$ cat config.mk
export PLATFORM = sky130hd
export DESIGN_NAME = sth_queue
export DESIGN_NICKNAME = d
export VERILOG_FILES = /design/src/sv/sth_pkg.sv /design/src/sv/sth_queue.sv
export SDC_FILE = /design/constraint.sdc
export NUM_CORES = 1
export LEC_CHECK = 0
export BUFFER_PORTS_ARGS = -buffer_cell sky130_fd_sc_hd__buf_2
export CAP_MARGIN = 40
export CORE_MARGIN = 2
export CORE_UTILIZATION = 50
export CTS_CLUSTER_SIZE = 10
export DETAILED_ROUTE_END_ITERATION = 8
export PLACE_DENSITY = 0.83
export SYNTH_ARGS = -nofsm -noshare
export SYNTH_HDL_FRONTEND = slang
export SYNTH_SLANG_ARGS = --single-unit
$ cat constraint.sdc
create_clock -name clk -period 3.75 [get_ports clk]
set_input_delay 0.75 -clock clk [delete_from_list [all_inputs] [get_ports clk]]
set_output_delay 0.75 -clock clk [all_outputs]
set_load 0.02 [all_outputs]
$ cat src/sv/sth_pkg.sv
// Shared types and constants for the start-stop time histogram.
`default_nettype none
package sth_pkg;

	localparam int BW_W  = 16;
	localparam int ACT_W = 11;
	localparam int SEL_W = 10;
	localparam int VAL_W = 32;
	localparam int LIM_W = BW_W + ACT_W;
	localparam int Q_BITS = ACT_W;
	localparam int ADDR_W = 4;

	localparam logic [1:0] ACT_START = 2'd0;
	localparam logic [1:0] ACT_STOP  = 2'd1;
	localparam logic [1:0] ACT_READ  = 2'd2;
	localparam logic [1:0] ACT_CLEAR = 2'd3;

	localparam logic [1:0] REG_MODE      = 2'd0;
	localparam logic [1:0] REG_BIN_WIDTH = 2'd1;
	localparam logic [1:0] REG_BINS      = 2'd2;
	localparam logic [1:0] REG_ZERO      = 2'd3;

	localparam logic             MODE_RESET = 1'b0;
	localparam logic [BW_W-1:0]  BW_RESET   = 16'd1;
	localparam logic [ACT_W-1:0] BINS_RESET = 11'd1024;
	localparam logic             ZERO_RESET = 1'b1;

	typedef enum logic [1:0] {
		OP_NONE,
		OP_COUNT,
		OP_READ,
		OP_CLEAR
	} op_t;

	typedef struct packed {
		logic             mode;
		logic [BW_W-1:0]  bin_width;
		logic [ACT_W-1:0] bins_in_use;
		logic             include_zero;
	} cfg_t;

	typedef struct packed {
		op_t              op;
		logic             oo;
		logic [SEL_W-1:0] sel;
		logic [LIM_W-1:0] delay;
	} cmd_t;

endpackage
`default_nettype wire

$ cat src/sv/sth_queue.sv
// Two-entry command queue between the front end and the histogram engine.
`default_nettype none
module sth_queue import sth_pkg::*; (
	input  wire logic clk,
	input  wire logic arst_n,
	input  wire logic push,
	input  wire cmd_t cmd_in,
	output logic      ready,
	input  wire logic pop,
	output cmd_t      cmd_out,
	output logic      avail
);

	localparam int DEPTH = 2;
	localparam int PTR_W = 1;
	localparam int CNT_W = 2;

	cmd_t             entry_q [DEPTH];
	logic [PTR_W-1:0] wr_q;
	logic [PTR_W-1:0] rd_q;
	logic [CNT_W-1:0] cnt_q;

	assign ready   = cnt_q != CNT_W'(DEPTH);
	assign avail   = cnt_q != '0;
	assign cmd_out = entry_q[rd_q];

	always_ff @(posedge clk or negedge arst_n) begin
		if (!arst_n) begin
			wr_q  <= '0;
			rd_q  <= '0;
			cnt_q <= '0;
		end else begin
			if (push) begin
				wr_q <= wr_q + 1'b1;
			end
			if (pop) begin
				rd_q <= rd_q + 1'b1;
			end
			if (push && !pop) begin
				cnt_q <= cnt_q + 1'b1;
			end else if (pop && !push) begin
				cnt_q <= cnt_q - 1'b1;
			end
		end
	end

	always_ff @(posedge clk) begin
		if (push) begin
			entry_q[wr_q] <= cmd_in;
		end
	end

endmodule
`default_nettype wire

==> flow_summary.ini <==
[status]
status = complete, no violations

[synthesis]
yosysUniqueCellTypes = 15
syn_nets = 186
synth_compound_area_share_pct = 0
synth-xor-area-share_pct = 1.34
synth_top_family_by_area = multiplexers
synth_cells = 141
yosysWarnings = 0
muxShareOfSynthArea_pct = 18.2
ys_seq_area_share_pct = 76.3
avgSynthCellArea_um2 = 23.3
ys_ff_latch = 84
synth_fa_ha_area_share_pct = 0.382
synthSimpleGateAreaFrac_pct = 0.878
synth_area_um2 = 3280

[clocking]
cts.sinks = 84
postCtsSetupBuffers = 0
cts_buffers = 9
ctsHoldBuffers = 0
cts_buffer_depth = 2
cts_tree = yes
clockRootBuffer = clkbuf_8
clk_pin_slew_worst_paths_ns = 0.08
cts_resized = 0
clk_latency_ns = 0.33
ctsHtreeMaxLevel = 3

[place]
place_inst = 301
finalWeightedCongestion = 0.678
port_buffers = 85
hpwl_um = 3410

[drt]
avgRoutedWirePerCell_um = 15.5
viasPerCell = 4.82
drtIter0Drc = 65
vias = 1529
drc = 0
ant_nets = 0
top_layer = met4
wl_met3_um = 317
first_pass_iters = 4
wl_met2_um = 2570
wl_met1_um = 1940
routed_wl_um = 4910

[global_routing]
antenna_found_initial = 0
grt_pass1_vias = 1533
overflow = 0
grt_usage_pct = 13.6
grt_pass1_wl_um = 7270
grt_max_degree = 42

[final_layout]
final_util_pct = 63.0
ff_latch_area_um2 = 2500
syn_to_final_growth_pct = 21.9
nFillCells = 455
drive_gt1_share_pct = 60.4
nets = 280
antenna_cells = 0
finalNonFillerCells = 317
multi_input_area_um2 = 691

[sta]
min_period_over_period_pct = 61.9
period_minus_slack_ns = 2.32
tightest_slew_ns = 0.628
setup_violations = 0
hold_viol = 0
fmax_mhz = 431
holdWs_ns = 0.207
finClkSkew_ns = 0.00662
maxSlewHeadroom_pct = 58.1
tns_ns = 0
slew_viol_final = 0
grt_setup_unrepaired = no

[setup_path]
start_kind = flip-flop
path_buf_inv = 2
rr_startpoint = wr_q$_DFFE_PN0P_
critPathMaxStageDelay_ns = 0.38
criticalPathCategory = reg -> out
crit_path_cell_trace = buf_12 > mux2_2 > buf_2
critical_path_depth = 3
reg2regPathDepth = 2
critPathTopFamily = buffers and inverters
worstPathArrival_ns = 1.57
path_max_fanout = 41
r2r-end = entry_q[0][6]$_DFFE_PP_
rrSetupSlack_ns = 2.05
endpoint_kind = primary output
crit_slowest_cell = dfrtp_2
worstPathRequired_ns = 3.00

[power_and_ir_drop]
max-vdd-ir-drop_uv = 450
p_total_uw = 3140
leakage_uw = 0.00164
power-per-cell-area_nw_per_um2 = 785

[worst_hold_path]
worstHoldPathType = in -> async

[die]
ios = 86
die_height_um = 85.0
die_w_um = 85.0
start_util_pct = 51.6
die-area_um2 = 7220
coreArea_um2 = 6350
rows = 29

[job]
drv_cap = 0
==> per-stage QoR <==
stage,setup slack [ns],instance area (um2)
detailed placement,1.55,3770
global route,1.38,4000
CTS,1.42,4000
global placement,1.60,3750
floorplan,0.769,3280
finish,1.43,4000
==> how the worst max path moves through the flow <==
| stage | from | to |
|---|---|---|
| after CTS | rd_q$_DFFE_PN0P_ | cmd_out[19] |
| after detailed placement | push | entry_q[0][14]$_DFFE_PP_ |
| after global placement | push | entry_q[0][14]$_DFFE_PP_ |
| final | rd_q$_DFFE_PN0P_ | cmd_out[19] |
| after floorplan | push | entry_q[0][0]$_DFFE_PP_ |
| after global routing | rd_q$_DFFE_PN0P_ | cmd_out[19] |
==> flip-flops by register name, indices dropped and copies added (netlist names) <==
signal / flops
cnt_q: 2
wr_q: 1
entry_q: 80
rd_q: 1
==> synthesized netlist by cell type <==
| master | count | share of area [%] |
|---|---|---|
| nor2_1 | 1 | 0.11 |
| nor2b_1 | 1 | 0.19 |
| buf_6 | 1 | 0.34 |
| buf_12 | 4 | 2.4 |
| mux2_4 | 39 | 18 |
| or2_2 | 1 | 0.19 |
| edfxtp_1 | 80 | 73 |
| xnor2_1 | 1 | 0.27 |
| and2_1 | 1 | 0.19 |
| xor2_1 | 4 | 1.1 |
| inv_1 | 1 | 0.11 |
| ha_1 | 1 | 0.38 |
| nand2b_1 | 1 | 0.19 |
| mux2_2 | 1 | 0.34 |
| dfrtp_1 | 4 | 3.1 |
==> cells in the final DEF (no fill, tap or decap), drive strengths merged <==
| cell | instances |
|---|---|
| xnor2 | 1 |
| dfrtp | 4 |
| inv | 1 |
| mux2 | 40 |
| ha | 1 |
| nand2b | 1 |
| and2 | 1 |
| buf | 88 |
| xor2 | 4 |
| bufinv | 3 |
| clkinv | 3 |
| edfxtp | 80 |
| nor2b | 1 |
| clkbuf | 10 |
| nor2 | 1 |
| or2 | 1 |
==> cell families (layout without fill, tap and decap cells) <==
| family | after synthesis | count (layout) |
|---|---|---|
| buffers and inverters | 6 | 105 |
| AND/OR/NAND/NOR | 5 | 5 |
| multiplexers | 40 | 40 |
| adder cells (fa/ha/maj) | 1 | 1 |
| flip-flops | 84 | 84 |
| XOR/XNOR | 5 | 5 |
==> report_power, final <==
| part | switching, uW | internal, uW | total, uW |
|---|---|---|---|
| combinational | 598 | 509 | 1110 |
| sequential | 61.6 | 1250 | 1310 |
| clock | 285 | 437 | 722 |
==> routing by layer <==
metal | vias to the layer above | global-route usage, %
li1 | 734 | -
met1 | 738 | 16.1
met2 | 51 | 23.2
met3 | 6 | 2.82
met4 | 0 | 7.79
met5 | - | 0
==> area by class of cell <==
cell class,count,area share [%]
Tap cell,77,2.41
Clock inverter,6,2.57
Clock buffer,10,3.19
Timing Repair Buffer,88,11.8
Sequential cell,84,62.6
Inverter,1,0.0939
Multi-Input combinational cell,51,17.3
==> worst reg2reg max path, cell delays in order, from the launching register on <==
cell     delay, ns
dfrtp_1       0.43
nor2b_4       0.53
buf_4         0.41
(Power assumes the default switching activity.)
