`config.mk`:
```
export PLATFORM = sky130hd
export DESIGN_NAME = sth_front
export DESIGN_NICKNAME = d
export VERILOG_FILES = /design/src/sv/sth_pkg.sv /design/src/sv/sth_front.sv
export SDC_FILE = /design/constraint.sdc
export NUM_CORES = 1
export LEC_CHECK = 0
export BUFFER_PORTS_ARGS = -buffer_cell sky130_fd_sc_hd__buf_2
export CORE_ASPECT_RATIO = 1.4
export CORE_MARGIN = 2
export CORE_UTILIZATION = 45
export CTS_CLUSTER_DIAMETER = 60
export CTS_CLUSTER_SIZE = 25
export DETAILED_ROUTE_END_ITERATION = 16
export GPL_TIMING_DRIVEN = 0
export PLACE_DENSITY = 0.65
export SLEW_MARGIN = 10
export SYNTH_ARGS = -nofsm -noshare
export SYNTH_HDL_FRONTEND = slang
export SYNTH_SLANG_ARGS = --single-unit
```
`constraint.sdc`:
```
create_clock -name clk -period 3.4 [get_ports clk]
set_input_delay 0.34 -clock clk [delete_from_list [all_inputs] [get_ports clk]]
set_output_delay 0.34 -clock clk [all_outputs]
set_load 0.005 [all_outputs]
```
`src/sv/sth_pkg.sv`:
```
// Shared types and constants for the start-stop time histogram.
`default_nettype none
package sth_pkg;

	localparam int BW_W  = 16;
	localparam int ACT_W = 11;
	localparam int SEL_W = 10;
	localparam int VAL_W = 32;
	localparam int LIM_W = BW_W + ACT_W;
	localparam int Q_BITS = ACT_W;
	localparam int ADDR_W = 4;

	localparam logic [1:0] ACT_START = 2'd0;
	localparam logic [1:0] ACT_STOP  = 2'd1;
	localparam logic [1:0] ACT_READ  = 2'd2;
	localparam logic [1:0] ACT_CLEAR = 2'd3;

	localparam logic [1:0] REG_MODE      = 2'd0;
	localparam logic [1:0] REG_BIN_WIDTH = 2'd1;
	localparam logic [1:0] REG_BINS      = 2'd2;
	localparam logic [1:0] REG_ZERO      = 2'd3;

	localparam logic             MODE_RESET = 1'b0;
	localparam logic [BW_W-1:0]  BW_RESET   = 16'd1;
	localparam logic [ACT_W-1:0] BINS_RESET = 11'd1024;
	localparam logic             ZERO_RESET = 1'b1;

	typedef enum logic [1:0] {
		OP_NONE,
		OP_COUNT,
		OP_READ,
		OP_CLEAR
	} op_t;

	typedef struct packed {
		logic             mode;
		logic [BW_W-1:0]  bin_width;
		logic [ACT_W-1:0] bins_in_use;
		logic             include_zero;
	} cfg_t;

	typedef struct packed {
		op_t              op;
		logic             oo;
		logic [SEL_W-1:0] sel;
		logic [LIM_W-1:0] delay;
	} cmd_t;

endpackage
`default_nettype wire

```
`src/sv/sth_front.sv`:
```
// Front end: takes events, tracks the reference start time and classifies each transaction.
`default_nettype none
module sth_front import sth_pkg::*; #(
	parameter int BINS      = 1024,
	parameter int TIME_BITS = 48
) (
	input  wire logic                 clk,
	input  wire logic                 arst_n,
	input  wire cfg_t                 cfg,
	input  wire logic                 clearing,
	input  wire logic                 in_valid,
	output logic                      in_stall,
	input  wire logic [1:0]           action,
	input  wire logic [TIME_BITS-1:0] timestamp,
	input  wire logic [SEL_W-1:0]     bin_select,
	output logic                      q_push,
	output cmd_t                      q_cmd,
	input  wire logic                 q_ready
);

	localparam int CMP_W = (TIME_BITS > LIM_W) ? TIME_BITS : LIM_W;

	logic                 valid_s1;
	logic [1:0]           action_s1;
	logic [TIME_BITS-1:0] ts_s1;
	logic [SEL_W-1:0]     sel_s1;

	logic                 valid_s2;
	op_t                  op_s2;
	logic                 oo_s2;
	logic [SEL_W-1:0]     sel_s2;
	logic [TIME_BITS-1:0] delay_s2;

	logic [TIME_BITS-1:0] ref_time_q;
	logic                 ref_valid_q;
	logic [LIM_W-1:0]     limit_q;

	logic                 accept;
	logic                 adv1;
	logic                 oo;
	logic [TIME_BITS-1:0] delay;
	op_t                  op1;
	logic                 oo1;
	logic                 set_ref;
	logic [ACT_W-1:0]     active;
	logic                 in_rng;
	logic                 zero_ok;

	assign accept   = in_valid && !in_stall;
	assign q_push   = valid_s2 && q_ready;
	assign adv1     = valid_s1 && (!valid_s2 || q_push);
	assign in_stall = clearing || (valid_s1 && !adv1);

	assign oo    = ref_valid_q && (ts_s1 < ref_time_q);
	assign delay = ts_s1 - ref_time_q;

	always_comb begin
		op1     = OP_NONE;
		oo1     = 1'b0;
		set_ref = 1'b0;
		unique case (action_s1)
			ACT_READ: begin
				op1 = OP_READ;
			end
			ACT_CLEAR: begin
				op1 = OP_CLEAR;
			end
			ACT_STOP: begin
				if (!cfg.mode) begin
					oo1 = oo;
					if (ref_valid_q && !oo) begin
						op1 = OP_COUNT;
					end
				end
			end
			ACT_START: begin
				oo1     = oo;
				set_ref = !oo;
				if (cfg.mode && ref_valid_q && !oo) begin
					op1 = OP_COUNT;
				end
			end
			default: begin
				op1 = OP_NONE;
			end
		endcase
	end

	always_comb begin
		active = cfg.bins_in_use;
		if (int'(cfg.bins_in_use) > BINS) begin
			active = ACT_W'(BINS);
		end
	end

	assign in_rng  = CMP_W'(delay_s2) < CMP_W'(limit_q);
	assign zero_ok = (delay_s2 != '0) || cfg.include_zero;

	always_comb begin
		q_cmd.op    = op_s2;
		q_cmd.oo    = oo_s2;
		q_cmd.sel   = sel_s2;
		q_cmd.delay = LIM_W'(delay_s2);
		if (op_s2 == OP_COUNT && !(in_rng && zero_ok)) begin
			q_cmd.op = OP_NONE;
		end
	end

	always_ff @(posedge clk) begin
		limit_q <= LIM_W'(cfg.bin_width) * LIM_W'(active);
	end

	always_ff @(posedge clk or negedge arst_n) begin
		if (!arst_n) begin
			valid_s1    <= 1'b0;
			valid_s2    <= 1'b0;
			ref_time_q  <= '0;
			ref_valid_q <= 1'b0;
		end else begin
			if (accept) begin
				valid_s1 <= 1'b1;
			end else if (adv1) begin
				valid_s1 <= 1'b0;
			end
			if (adv1) begin
				valid_s2 <= 1'b1;
				if (set_ref) begin
					ref_time_q  <= ts_s1;
					ref_valid_q <= 1'b1;
				end
			end else if (q_push) begin
				valid_s2 <= 1'b0;
			end
		end
	end

	always_ff @(posedge clk) begin
		if (accept) begin
			action_s1 <= action;
			ts_s1     <= timestamp;
			sel_s1    <= bin_select;
		end
		if (adv1) begin
			op_s2    <= op1;
			oo_s2    <= oo1;
			sel_s2   <= sel_s1;
			delay_s2 <= delay;
		end
	end

endmodule
`default_nettype wire

```
==> reports/results.ini, run 1 <==
[run_status]
status = finished with violations
violations = setup timing

[routing]
vias = 10840
vias_per_cell = 5.020
drc = 0
antenna_left = 0
drt_first_iter_violations = 452
wl_per_cell_um = 15.42
first_pass_iters = 5
drt-total-wl_um = 33310

[power]
pwr-share-seq_pct = 28.4
vdd_drop_max_v = 0.0005124
switchingPower_mw = 5.366
p_comb_share_pct = 56.9
p_leak_nw = 8.695
clockPowerShare_pct = 14.7
p_sw_share_pct = 39.78
p_per_area_nw_per_um2 = 715.2
internal_power_mw = 8.123

[final_layout]
seq_area_sq_um = 5450
nets = 2055
drive_gt1_share_pct = 26.74
multiInputGateArea_sq_um = 9582
final_cell_count_no_fill = 2160
area_growth_pct = 20.26
antenna_cells = 0
num-fill-cells = 3025
utilization_pct = 55.10

[sta]
worstMarginPinSlew_ns = 0.8204
fin_crit_sh_pct = 147.0
setup_viol = 21
slew_headroom_pct = 45.18
fin_skew_ns = 0.01086
max_clock_freq_ghz = 0.2000
drv_slew = 0
min_period_ns = 4.999
finalWorstSetupSlack_ns = -1.599
rsz0062_at_grt = true
hold_viol = 0

[placed_design]
dp_hpwl_um = 25800
place.gp.congestion = 0.8974
port_buffers = 135
pre_cts_slack_ns = -2.494
dp.cells = 2080

[logic_synthesis]
synth.top_cell.area_share_pct = 23.17
ys_warn_count = 0
ys_top_cells_by_area = edfxtp_1 (23%), fa_1 (16%), ha_1 (11%)
synth.yosys.seq_area_share_pct = 34.75
syn_avg_cell_area_sq_um = 10.50
synth_area_sq_um = 15680
synth_top_cell_by_area = edfxtp_1
ys_seq_elements = 199
synthCells = 1493
synth_common_cells = inv_1 (247), ha_1 (139), fa_1 (126)
synth_cell_types = 66
synth_edf_count = 121
yosysMostFrequentCell = inv_1
syn-num-nets = 1852
synthArstFlopShare_pct = 25.63
ys.flop_type = edfxtp_1

[critical_path]
end_kind = flip-flop
cp-start-kind = input port
path_cells = buf_12 > clkbuf_16 > nor2b_4 > buf_8 > nand2_4 > fa_1 > fa_1 > inv_2 > fa_2 > fa_1 > inv_2 > fa_1 > inv_2 > ha_4 > a21o_1 > a21o_1 > nor2b_2 > buf_4 > a21oi_4 > and4b_1 > or4_1
cpMaxStageDelayCell = fa_1
cp_slowest_stage_delay_ns = 0.56
critPathMaxFanout = 8
worstPathRequired_ns = 3.71
cp_num_buf_inv = 7
arrival_ns = 5.31
cpLargestDelayFamily = adder cells
crit_top_cell = fa_1
crit_type = input port to flip-flop

[floorplan]
die_w_um = 161.8
die_h_um = 224.9
initial_utilization_pct = 45.82
die_area_sq_um = 36380
rows = 80
core-area_sq_um = 34230
io_pins = 136

[cts]
cts_buffers = 17
cts_buffer_depth = 2
clock_sinks = 199
insertion_delay_ns = 0.45
cts_root_buffer = clkbuf_16
clkTransAtPathRegs_ns = 0.08
cts_tree = done
cts_max_level = 4

[global_routing]
grt_pass1_vias = 11410
grt_max_degree = 63
antenna_found_initial = 0
track_usage_pct = 19.02
grt_pass1_wl_um = 55580
globalRouteOverflowTotal = 0

[run]
cap_violations = 0

[worst_hold_path]
hold_path_class = input port to flip-flop

[placed cells by master, fill, tap and decap left out, types with 30 or more instances in the layout]
cell / count
a21oi_1: 54
ha_1: 115
o21ai_0: 36
and2_1: 97
buf_4: 68
dfrtp_1: 51
xnor2_1: 39
edfxtp_1: 121
a21o_1: 38
fa_1: 119
buf_2: 134
inv_1: 230
nor2_1: 30
nand2_1: 94
[registers in the layout, indices dropped and copies added, names as in the netlist]
signal,flops
ts_s1,48
valid_s2,1
sel_s2,10
valid_s1,1
limit_q,27
oo_s2,1
op_s2,2
ref_time_q,48
ref_valid_q,1
action_s1,2
delay_s2,48
sel_s1,10
[stage by stage]
step / hold WS, ns / total power [mW] / TNS (ns) / cell area (sq um)
floorplan: 0.04441 / 9.188 / -22.15 / 16090
global placement: 0.4030 / 10.60 / -63.55 / 17330
detailed placement: 0.4054 / 10.73 / -46.18 / 17360
CTS: 0.03331 / 13.17 / -21.96 / 18430
global route: 0.02926 / 14.67 / -28.81 / 18860
finish: 0.05887 / 13.49 / -23.30 / 18860
[final timing paths]
kind,start,end,slack [ns],cells past startpoint
max,cfg[11],limit_q[19]$_DFF_P_,-1.60,21
min,bin_select[2],sel_s1[2]$_DFFE_PP_,0.06,1
min reg2reg,sel_s1[3]$_DFFE_PP_,sel_s2[3]$_DFFE_PP_,0.42,0
max reg2reg,ts_s1[13]$_DFFE_PP_,delay_s2[46]$_DFFE_PP_,0.05,12
min in group asynchronous,arst_n,ref_time_q[4]$_DFFE_PN0P_,0.47,2
max in group asynchronous,arst_n,ref_time_q[38]$_DFFE_PN0P_,2.44,2
[per-layer routing]
metal / vias to the layer above / routed length, um / GRT usage (%)
met4: 0 / 1023 / 7.651
met3: 52 / 1089 / 2.668
met1: 5234 / 14170 / 23.60
met5: - / 0 / 0
li1: 5344 / - / -
met2: 213 / 17020 / 33.37
[cell families (layout without fill, tap and decap cells)]
group	Yosys count	in the layout	share of synthesized area, %
AO/OA/AOI/OAI	228	228	9.589
XOR/XNOR	66	66	3.686
adder cells (fa/ha/maj)	265	265	27.17
buffers and inverters	320	536	8.640
flip-flops	199	199	34.75
multiplexers	48	48	3.893
AND/OR/NAND/NOR	367	367	12.27
[what timing repair did]
item	4_1_cts	5_1_grt
hold buffers	0	1
hold endpoints to repair	0	30
setup endpoints to repair	75	76
gates resized for setup	65	70
cloned	1	1
buffers inserted	25	24
pin swaps	29	48
[layout make-up]
type                       count  share of cell area [%]
sequential                   199                   28.90
tap                          451                   2.992
multi-input combinational    974                   50.80
buffer                        71                   2.972
timing repair buffer         186                   6.229
clock buffer                  17                   2.256
inverter                     247                   4.929
clock inverter                15                  0.9221
[power by group through the flow]
stage / sequential [mW] / clock [mW] / combinational (mW)
6_report: 3.83 / 1.99 / 7.68
5_1_grt: 3.90 / 2.14 / 8.62
4_1_cts: 3.84 / 2.06 / 7.27
3_5_place_dp: 3.87 / 0 / 6.85
3_3_place_gp: 3.87 / 0 / 6.74
2_1_floorplan: 3.76 / 0 / 5.43
(Power assumes the default switching activity.)
==> run 2: changes to the inputs <==
PLACE_DENSITY = not set   (was 0.65)
clock period = 4.8 ns   (was 3.4 ns; I/O delays follow)
==> run 2 against run 1 <==
  * The run still ends with setup timing left
  * Utilization down 0.85 points
  * Non-clock buffer count down 15
  * First-iteration DRC count up 6.0%
  * Routed wire length down 0.16%
  * Largest cell class unchanged
  * Largest power group unchanged
  * Highest routed layer unchanged
==> reports/results.ini, run 2 (same netlist as run 1, synthesis figures left out) <==
[cts]
cts_buffer_depth = 2
cts_root_buffer = clkbuf_16
cts_hold_buf = 0
clkTransAtPathRegs_ns = 0.08
cts_tree = done
insertion_delay_ns = 0.45
cts_buffers = 17
cts_max_level = 4
clock_sinks = 199

[critical_path]
cp_slowest_stage_delay_ns = 0.58
ff2ff_setup_slack_ns = 1.09
cp-start-kind = input port
end_kind = flip-flop
cp_num_buf_inv = 9
reg2reg_to = ref_time_q[38]$_DFFE_PN0P_
cpMaxStageDelayCell = fa_1
startpoint = cfg[11]
critPathMaxFanout = 8
arrival_ns = 5.59
crit_type = input port to flip-flop
reg2reg_from = ts_s1[0]$_DFFE_PP_
path_depth = 23
crit_top_cell = fa_1
r2r_cells = 14
path_cells = buf_16 > clkbuf_16 > nor2b_4 > buf_12 > clkbuf_16 > nand2_2 > fa_1 > fa_1 > fa_1 > inv_2 > fa_1 > inv_1 > fa_1 > inv_2 > ha_4 > buf_4 > buf_4 > a31oi_4 > o21ai_4 > a221o_1 > a21o_1 > a21oi_2 > xnor2_1
cpLargestDelayFamily = adder cells
endpoint = limit_q[20]$_DFF_P_
worstPathRequired_ns = 5.18

[routing]
vias_per_cell = 5.009
drc = 0
first_pass_iters = 4
drt_first_iter_violations = 479
wl_per_cell_um = 15.50
antenna_left = 0
drt-total-wl_um = 33250
vias = 10750

[sta]
hold_viol = 0
rsz0062_at_grt = true
drv_slew = 0
setup_viol = 12
min_period_ns = 5.211
finalWorstSetupSlack_ns = -0.4115
max_clock_freq_ghz = 0.1919
slew_headroom_pct = 42.42
fin_crit_sh_pct = 108.6
fin_skew_ns = 0.01207
worstMarginPinSlew_ns = 0.8616
setup_tns_ns = -2.986

[final_layout]
final_cell_mix = inv_1 (227), buf_2 (134), ha_1 (122)
antenna_cells = 0
nets = 2040
drive_gt1_share_pct = 24.09
area_growth_pct = 18.40
layout_commonest_cell = inv_1
top_regs = delay_s2: 48 flops, ref_time_q: 48 flops, ts_s1: 48 flops
utilization_pct = 54.25

[floorplan]
rows = 80
core-area_sq_um = 34230
die_w_um = 161.8
die_area_sq_um = 36380
die_h_um = 224.9
io_pins = 136
initial_utilization_pct = 45.82

[power]
p_leak_nw = 8.576
p_per_area_nw_per_um2 = 508.3
vdd_drop_max_v = 0.0003576

[placed_design]
pre_cts_slack_ns = -1.213
place.gp.congestion = 0.8495
port_buffers = 135
dp_hpwl_um = 26080

[global_routing]
antenna_found_initial = 1
grt_pass1_wl_um = 56030
track_usage_pct = 19.34
grt_pass1_vias = 11350
globalRouteOverflowTotal = 0
grt_max_degree = 63

[run_status]
violations = setup timing
status = finished with violations

[worst_hold_path]
hold_path_class = input port to asynchronous set/reset pin

[run]
cap_violations = 0

run 2: worst min path at each step:
| stage | from | to | slack (ns) | depth (start not counted) |
|---|---|---|---|---|
| floorplan | arst_n | ref_time_q[0]$_DFFE_PN0P_ | 0.18 | 0 |
| global placement | sel_s1[2]$_DFFE_PP_ | sel_s2[2]$_DFFE_PP_ | 0.40 | 0 |
| detailed placement | sel_s1[4]$_DFFE_PP_ | sel_s2[4]$_DFFE_PP_ | 0.41 | 0 |
| CTS | bin_select[9] | sel_s1[9]$_DFFE_PP_ | 0.16 | 1 |
| global route | arst_n | ref_time_q[7]$_DFFE_PN0P_ | 0.10 | 1 |
| finish | arst_n | ref_time_q[7]$_DFFE_PN0P_ | 0.07 | 1 |
run 2: power breakdown:
group          leakage, nW  switching (mW)  total, mW  internal [mW]
logic                 6.31            2.78       5.31           2.52
registers             1.97           0.248       2.72           2.47
clock network        0.293           0.711       1.42          0.704
run 2: final cells by class:
type                    count  area (sq um)
inverters                 247         927.1
repair buffers            170          1066
fillers                  3065         15660
flip-flops and latches    199          5450
clock inverters            15         173.9
plain buffers              72         551.8
well taps                 451         564.3
multi-input cells         974          9412
clock buffers              17         425.4
run 2: metal layers:
layer | wire [um] | track usage, % | vias up
met5 | 0 | 0 | -
li1 | - | - | 5317
met4 | 1125 | 8.164 | 0
met2 | 16820 | 33.82 | 204
met1 | 14270 | 23.96 | 5164
met3 | 1039 | 2.687 | 60
run 2: repair_timing:
action	in CTS	in global routing
hold endpoints to repair	0	0
pin swaps	20	44
setup endpoints to repair	16	14
gates resized for setup	45	54
gates cloned	3	1
setup buffers	22	9
run 2: per-stage QoR:
step           std cells  area (sq um)  total power [mW]  hold slack, ns
2_1_floorplan       1493         16010             6.471          0.1844
6_report            2145         18570             9.439         0.06542
3_5_place_dp        2080         17280             7.571          0.4052
4_1_cts             2136         18300             9.317          0.1633
5_1_grt             2145         18570             10.28          0.1030
3_3_place_gp        2079         17250             7.533          0.4010
